### config.mk
export PLATFORM = sky130hd
export DESIGN_NAME = adet_divider
export DESIGN_NICKNAME = d
export VERILOG_FILES = /design/src/rtl/core/adet_pkg.sv /design/src/rtl/core/adet_divider.sv
export SDC_FILE = /design/constraint.sdc
export NUM_CORES = 1
export LEC_CHECK = 0
export BUFFER_PORTS_ARGS = -buffer_cell sky130_fd_sc_hd__buf_2
export CORE_UTILIZATION = 49
export CTS_BUF_LIST = sky130_fd_sc_hd__clkbuf_2 sky130_fd_sc_hd__clkbuf_4 sky130_fd_sc_hd__clkbuf_8
export DETAILED_ROUTE_END_ITERATION = 12
export PLACE_DENSITY_LB_ADDON = 0.08
export SYNTH_ARGS = -nofsm -noshare
export SYNTH_HDL_FRONTEND = slang
export SYNTH_SLANG_ARGS = --single-unit
### constraint.sdc
create_clock -name clk -period 1.9 [get_ports clk]
set_input_delay 0.095 -clock clk [delete_from_list [all_inputs] [get_ports clk]]
set_output_delay 0.095 -clock clk [all_outputs]
set_load 0.02 [all_outputs]
### src/rtl/core/adet_pkg.sv
`timescale 1ns / 1ps
`default_nettype none
// ----------------------------------------------------------------------------
// Envelope tracker package
// Shared widths, reset values and codes of the attack/decay envelope tracker.
// ----------------------------------------------------------------------------
package adet_pkg;

    localparam int SAMPLE_BITS_DEF = 24;
    localparam int FRAC_BITS_DEF   = 8;
    localparam int LEVEL_BITS      = 32;
    localparam int SPEED_BITS      = 8;
    localparam int CFG_DATA_BITS   = 32;
    localparam int CFG_INDEX_BITS  = 3;

    localparam logic [SPEED_BITS-1:0] ATTACK_RESET = 8'd8;
    localparam logic [SPEED_BITS-1:0] DECAY_RESET  = 8'd32;
    localparam logic [SPEED_BITS-1:0] MIN_RESET    = 8'd2;
    localparam logic [SPEED_BITS-1:0] MAX_RESET    = 8'd128;
    localparam logic signed [LEVEL_BITS-1:0] PRESET_RESET = '0;

    typedef enum logic [CFG_INDEX_BITS-1:0] {
        CFG_ATTACK       = 3'd0,
        CFG_DECAY        = 3'd1,
        CFG_MODE         = 3'd2,
        CFG_MIN_SPEED    = 3'd3,
        CFG_MAX_SPEED    = 3'd4,
        CFG_PRESET_UPPER = 3'd5,
        CFG_PRESET_LOWER = 3'd6
    } cfg_index_t;

    typedef enum logic [1:0] {
        MODE_UPPER = 2'd0,
        MODE_LOWER = 2'd1,
        MODE_BOTH  = 2'd2,
        MODE_BAD   = 2'd3
    } mode_t;

    localparam logic [1:0] SEL_UPPER = 2'd0;
    localparam logic [1:0] SEL_LOWER = 2'd1;
    localparam logic [1:0] SEL_MODE  = 2'd2;

    typedef enum logic [2:0] {
        STAT_OK         = 3'd0,
        STAT_BAD_ATTACK = 3'd1,
        STAT_BAD_DECAY  = 3'd2,
        STAT_BAD_MODE   = 3'd3,
        STAT_NO_LEVEL   = 3'd4
    } status_t;

endpackage : adet_pkg
`default_nettype wire

### src/rtl/core/adet_divider.sv
`timescale 1ns / 1ps
`default_nettype none
// ----------------------------------------------------------------------------
// Radix-2 divider
// Restoring unsigned division of a wide magnitude by a speed, one bit a cycle.
// ----------------------------------------------------------------------------
module adet_divider
    import adet_pkg::*;
#(
    parameter int DIVIDEND_BITS = 33
)
(
    input  wire logic                     clk,
    input  wire logic                     rst_n,
    input  wire logic                     start,
    input  wire logic [DIVIDEND_BITS-1:0] dividend,
    input  wire logic [SPEED_BITS-1:0]    divisor,
    output logic                          done,
    output logic [DIVIDEND_BITS-1:0]      quotient
);
    localparam int CNT_BITS = $clog2(DIVIDEND_BITS);

    logic                     busy_reg,    busy_next;
    logic                     done_reg,    done_next;
    logic [CNT_BITS-1:0]      count_reg,   count_next;
    logic [SPEED_BITS-1:0]    divisor_reg, divisor_next;
    logic [SPEED_BITS-1:0]    rem_reg,     rem_next;
    logic [DIVIDEND_BITS-1:0] quo_reg,     quo_next;
    logic [SPEED_BITS:0]      trial;

    always_comb
    begin
        busy_next    = busy_reg;
        done_next    = 1'b0;
        count_next   = count_reg;
        divisor_next = divisor_reg;
        rem_next     = rem_reg;
        quo_next     = quo_reg;
        trial        = {rem_reg, quo_reg[DIVIDEND_BITS-1]};
        if (start)
        begin
            busy_next    = 1'b1;
            count_next   = '0;
            divisor_next = divisor;
            rem_next     = '0;
            quo_next     = dividend;
        end
        else if (busy_reg)
        begin
            // Shift one dividend bit into the remainder and subtract if it fits.
            if (trial >= {1'b0, divisor_reg})
            begin
                rem_next = SPEED_BITS'(trial - {1'b0, divisor_reg});
                quo_next = {quo_reg[DIVIDEND_BITS-2:0], 1'b1};
            end
            else
            begin
                rem_next = trial[SPEED_BITS-1:0];
                quo_next = {quo_reg[DIVIDEND_BITS-2:0], 1'b0};
            end
            count_next = count_reg + CNT_BITS'(1);
            if (count_reg == CNT_BITS'(DIVIDEND_BITS - 1))
            begin
                busy_next = 1'b0;
                done_next = 1'b1;
            end
        end
    end

    always_ff @(posedge clk or negedge rst_n)
    begin
        if (!rst_n)
        begin
            busy_reg  <= 1'b0;
            done_reg  <= 1'b0;
            count_reg <= '0;
        end
        else
        begin
            busy_reg  <= busy_next;
            done_reg  <= done_next;
            count_reg <= count_next;
        end
    end

    always_ff @(posedge clk)
    begin
        divisor_reg <= divisor_next;
        rem_reg     <= rem_next;
        quo_reg     <= quo_next;
    end

    assign done     = done_reg;
    assign quotient = quo_reg;

endmodule : adet_divider
`default_nettype wire

# After elaboration in Yosys (flattened, before gate mapping)
# Index checks and enable logic that the tools add are counted.
dict set report classes {
  n_addsub 2
  n_lt_le_gt_ge 1
  n_eq_ne 1
  n_mux 12
  n_reduce_logical 1
}
# operator count
set ops {}
lappend ops {{$mux W33} 2}
lappend ops {{$mux W6} 2}
lappend ops {{$ge A9 B8 Y1} 1}
lappend ops {{$mux W8} 1}
lappend ops {{$sub A8 B8 Y8} 1}
lappend ops {{$mux W1} 7}
lappend ops {{$add A6 B1 Y6 const B} 1}
lappend ops {{$eq A6 B6 Y1 const B} 1}
lappend ops {{$reduce_bool A2 Y1} 1}
dict set report word_totals {
  reg_bits 57
  inputBits 44
}

# Depth between registers and ports, before layout
dict set report logic_depth {
  depth_word 4
  ltp_mapped 8
  mapped_depth_nobuf 8
}

# Worst setup path after synthesis
# Ideal clock, no wire load.
dict set report synth_path {
  path_type {register to register}
  startpoint {reg quo_reg[32], in the netlist quotient[32]}
  endpoint {reg rem_reg[6]}
  setup_time_ps 84
  arrival_ps 1915
  required_time_ps 1816
  setup_slack_ps -100
  stages_incl_launch_ff 9
  period_less_slack_ps 2000
  path_cell_list {edfxtp_1 -> inv_1 -> ha_1 -> fa_1 -> nand2b_1 -> a21oi_1 -> or4b_1 -> and4_1 -> o31ai_2}
}
dict set report synth_between {
  elab_chain_cells 2
}
# element line
set synth_rtl {}
lappend synth_rtl {{from (decl)} adet_divider.sv:28} ;# logic [DIVIDEND_BITS-1:0] quo_reg, quo_next;
lappend synth_rtl {{from (signal assigned)} adet_divider.sv:90} ;# quo_reg <= quo_next;
lappend synth_rtl {{$sub A8 B8 Y8 or $ge A9 B8 Y1 (tied branches)} {adet_divider.sv:53, adet_divider.sv:51}}
lappend synth_rtl {{$mux W8 *} adet_divider.sv:51} ;# if (trial >= {1'b0, divisor_reg})
lappend synth_rtl {{to (signal assigned)} adet_divider.sv:89} ;# rem_reg <= rem_next;
lappend synth_rtl {{to (decl)} adet_divider.sv:27} ;# logic [SPEED_BITS-1:0] rem_reg, rem_next;
# Every way passes the cells marked *; elsewhere a longest branch is shown, timed or not.
# A chain may end at the register's enable or synchronous reset.

# Worst setup path after layout
dict set report layout_path {
  startpoint {reg divisor_reg[6]}
  endpoint {reg rem_reg[1]}
}
dict set report layout_between {
  elab_chain_cells 2
}
# element line
set layout_rtl {}
lappend layout_rtl {{from (decl)} adet_divider.sv:26} ;# logic [SPEED_BITS-1:0] divisor_reg, divisor_next;
lappend layout_rtl {{from (signal assigned)} adet_divider.sv:88} ;# divisor_reg <= divisor_next;
lappend layout_rtl {{$ge A9 B8 Y1} adet_divider.sv:51}
lappend layout_rtl {{$mux W8} adet_divider.sv:51}
# Every way passes these cells.

==> summary.txt <==
Detailed routing
  – Ratio of routed vias to standard cells: 5.20
  – DR vias: 2029
  – Remaining antenna violation count after routing: 0
  – 1st-pass router iterations: 4
  – Sum of routed wire segments on met1: 2420 um
  – DR iter-0 viols: 68
  – Met3 wire len: 256 um
  – Number of remaining DRC errors: 0
  – DR top layer: met4
  – Metal2 WL: 2800 um
  – Routed wire per std cell: 14.3 um
  – Drt total wl: 5590 um

Logic synthesis
  – YS warnings: 0
  – Post-synth EDFFs: 41
  – Syn Nets: 261
  – Yosys reg bits: 57
  – Mean Syn Cell Area: 13.3 um^2
  – Syn Inst Count: 206
  – Ys async rst share: 14.0%
  – Sequential area share after synthesis: 57.9%
  – Ys flop type: edfxtp_1
  – Synth unique cells: 44
  – Post-Syn Area: 2750 um^2

GRT
  – Tot GR Track Use: 19.7%
  – Initial antenna violation count: 0
  – First-pass GRT wire length: 8960 um
  – Vias in the first global route: 2040
  – Gr ovfl total: 0
  – Largest net degree at the start of global routing: 34

Pwr
  – Maximum vdd ir drop: 601 uV
  – Power Dens Cells: 1100 nW/um^2
  – NetSw: 1.28 mW
  – Switching share of power: 30.9%
  – Sequential power share: 39.7%
  – Power, Total: 4.13 mW
  – Clock power share: 26.1%
  – Int Pwr: 2.86 mW
  – LEAKAGE: 1.64 nW
  – Combinational fraction of design power: 34.2%

Placement
  – I/O Buffers: 77
  – Detailed placement HPWL: 3830 um
  – Setup WS pre-CTS: -0.0769 ns
  – Routability Congestion: 0.814

Die
  – Die area: 5910 um^2
  – Die height: 76.9 um
  – Starting Density: 52.2%
  – Core area: 5270 um^2
  – Die width: 76.9 um
  – I/O pin cnt: 78
  – Site Rows: 26

Min path
  – Worst Hold Endpoint: quotient[23]$_DFFE_PP_
  – Class of the tightest hold or removal check: input pin to flip-flop
  – Hold Crit Depth: 2
  – Hold path start: dividend[23]

Final layout
  – Final nets: 370
  – Antenna Cells: 0
  – Share of layout cells above drive strength 1: 51.9%
  – Area grow syn2layout: 36.1%
  – Commonest non-fill, non-tap cell in the layout: buf_2
  – Commonest non-fill, non-tap cells in the layout: buf_2, edfxtp_1, mux2_2
  – Largest register FFs: 33

Worst setup path
  – Critical Path AT: 2.09 ns
  – Crit Path Category: flip-flop to flip-flop
  – CP required: 2.12 ns
  – FF-to-FF Start: divisor_reg[6]$_DFFE_PP_
  – Critical-path maximum fanout: 7
  – Reg2reg end: rem_reg[1]$_SDFFE_PP0P_
  – Setup crit end kind: flip-flop
  – Worst reg-to-reg path cell count: 8
  – CP startpoint: divisor_reg[6]$_DFFE_PP_
  – Worst Setup Start Kind: flip-flop
  – FF-to-FF setup slack: 0.03 ns

Outcome
  – Status: finished, final reports clean

Timing
  – Worst Setup Slack, final: 0.0276 ns
  – Max Fclk: 534 MHz
  – Clock skew: 0.00431 ns
  – Worst-Margin Slew: 0.469 ns
  – Final Slew Violations: 0
  – Final setup viols: 0
  – Final period utilization: 98.5%
  – Max_slew headroom: 68.8%
  – Final min period: 1.87 ns
  – Unrepaired setup endpoints after global routing: yes
  – Final Hold Viols: 0

Clock tree
  – CTS tree: done
  – Num CTS Buffers: 9
  – CTS root buffer: clkbuf_8
  – Worst skew pair latency: 0.32 ns
  – Clock slew at the register clock pins of the worst setup and hold paths: 0.06 ns
  – Clock Sinks: 57
  – H-tree levels: 3
  – CTS Buffer Depth: 2

Job
  – Maxcap violations: 0
==> layout make-up <==
type | count | area [um^2]
clock buffers | 10 | 131
clock inverters | 6 | 58.8
fillers | 394 | 1530
inverters | 12 | 45.0
multi-input cells | 130 | 1190
flip-flops and latches | 57 | 1590
well taps | 70 | 87.6
repair buffers | 105 | 634
==> synth_stat cells (2+ instances only) <==
cell type	instances	area (um^2)
nor2_1	17	63.8
inv_1	12	45.0
dfxtp_1	8	160
mux2_2	33	372
edfxtp_1	41	1230
xnor2_1	2	17.5
a211oi_1	3	22.5
xor2_1	7	61.3
a21oi_1	4	20.0
a21o_1	3	22.5
ha_1	10	125
nand2_1	11	41.3
mux2i_1	5	50.1
dfrtp_1	8	200
nand2b_1	4	25.0
and3_1	2	12.5
clkbuf_1	4	15.0
nand4_1	2	12.5
o21ai_1	4	20.0
buf_1	2	7.51
==> timing repair <==
| action | 4_1_cts | 5_1_grt |
|---|---|---|
| buffers inserted | 2 | 2 |
| pin swaps | 4 | 3 |
| endpoints found under the setup margin | 8 | 7 |
| hold buffers | 9 | 0 |
| endpoints found under the hold margin | 16 | 0 |
| resized for setup | 6 | 10 |
==> power by group through the flow <==
stage | sequential, mW | clock, mW | combinational (mW)
finish | 1.64 | 1.08 | 1.41
global route | 1.67 | 1.15 | 1.53
CTS | 1.64 | 1.11 | 1.29
detailed placement | 1.65 | 0 | 1.20
global placement | 1.65 | 0 | 1.19
floorplan | 1.74 | 0 | 0.739
==> worst max-delay path by stage <==
stage / slack (ns) / cells after the start / end
5_1_grt: -0.09 / 8 / rem_reg[1]$_SDFFE_PP0P_
6_report: 0.03 / 8 / rem_reg[1]$_SDFFE_PP0P_
4_1_cts: 0.007 / 8 / rem_reg[1]$_SDFFE_PP0P_
2_1_floorplan: -0.09 / 8 / rem_reg[6]$_SDFFE_PP0P_
3_5_place_dp: -0.08 / 8 / rem_reg[1]$_SDFFE_PP0P_
3_3_place_gp: -0.002 / 8 / rem_reg[1]$_SDFFE_PP0P_
==> metrics by stage <==
step | TNS (ns) | cell area (um^2) | cells | hold WS (ns) | util (%)
2_1_floorplan | -0.0935 | 2770 | 206 | -0.201 | -
3_3_place_gp | -0.00211 | 3330 | 361 | -0.0543 | 63.2
3_5_place_dp | -0.249 | 3330 | 361 | -0.0529 | 63.2
4_1_cts | 0 | 3660 | 388 | 0.0521 | 69.5
5_1_grt | -0.269 | 3740 | 390 | 0.0552 | 71.0
6_report | 0 | 3740 | 390 | 0.0695 | 71.0
==> layer usage <==
| metal | vias to the layer above | GRT usage (%) |
|---|---|---|
| met1 | 990 | 23.2 |
| met2 | 55 | 32.6 |
| li1 | 972 | - |
| met3 | 12 | 6.07 |
| met5 | - | 0 |
| met4 | 0 | 9.62 |
==> cell families (layout without fill, tap and decap cells) <==
logic type / after synthesis / after routing / synth area share [%]
AOI/OAI and AO/OA: 24 / 24 / 6.65
xor gates and xnor gates: 9 / 9 / 2.87
buffers and inverters: 19 / 133 / 2.87
muxes: 39 / 39 / 15.9
adders and majority gates: 11 / 11 / 5.28
and+or+nand+nor: 47 / 47 / 8.56
DFF: 57 / 57 / 57.9
==> critical path, cell delays in order, from the launching register on <==
cell      delay (ns)
edfxtp_1        0.38
inv_2           0.08
ha_4            0.20
a21o_1          0.19
a221oi_4        0.31
o21ai_4         0.14
buf_6           0.16
mux2i_1         0.11
a22o_1          0.19
Power figures use the tool's default switching activity.
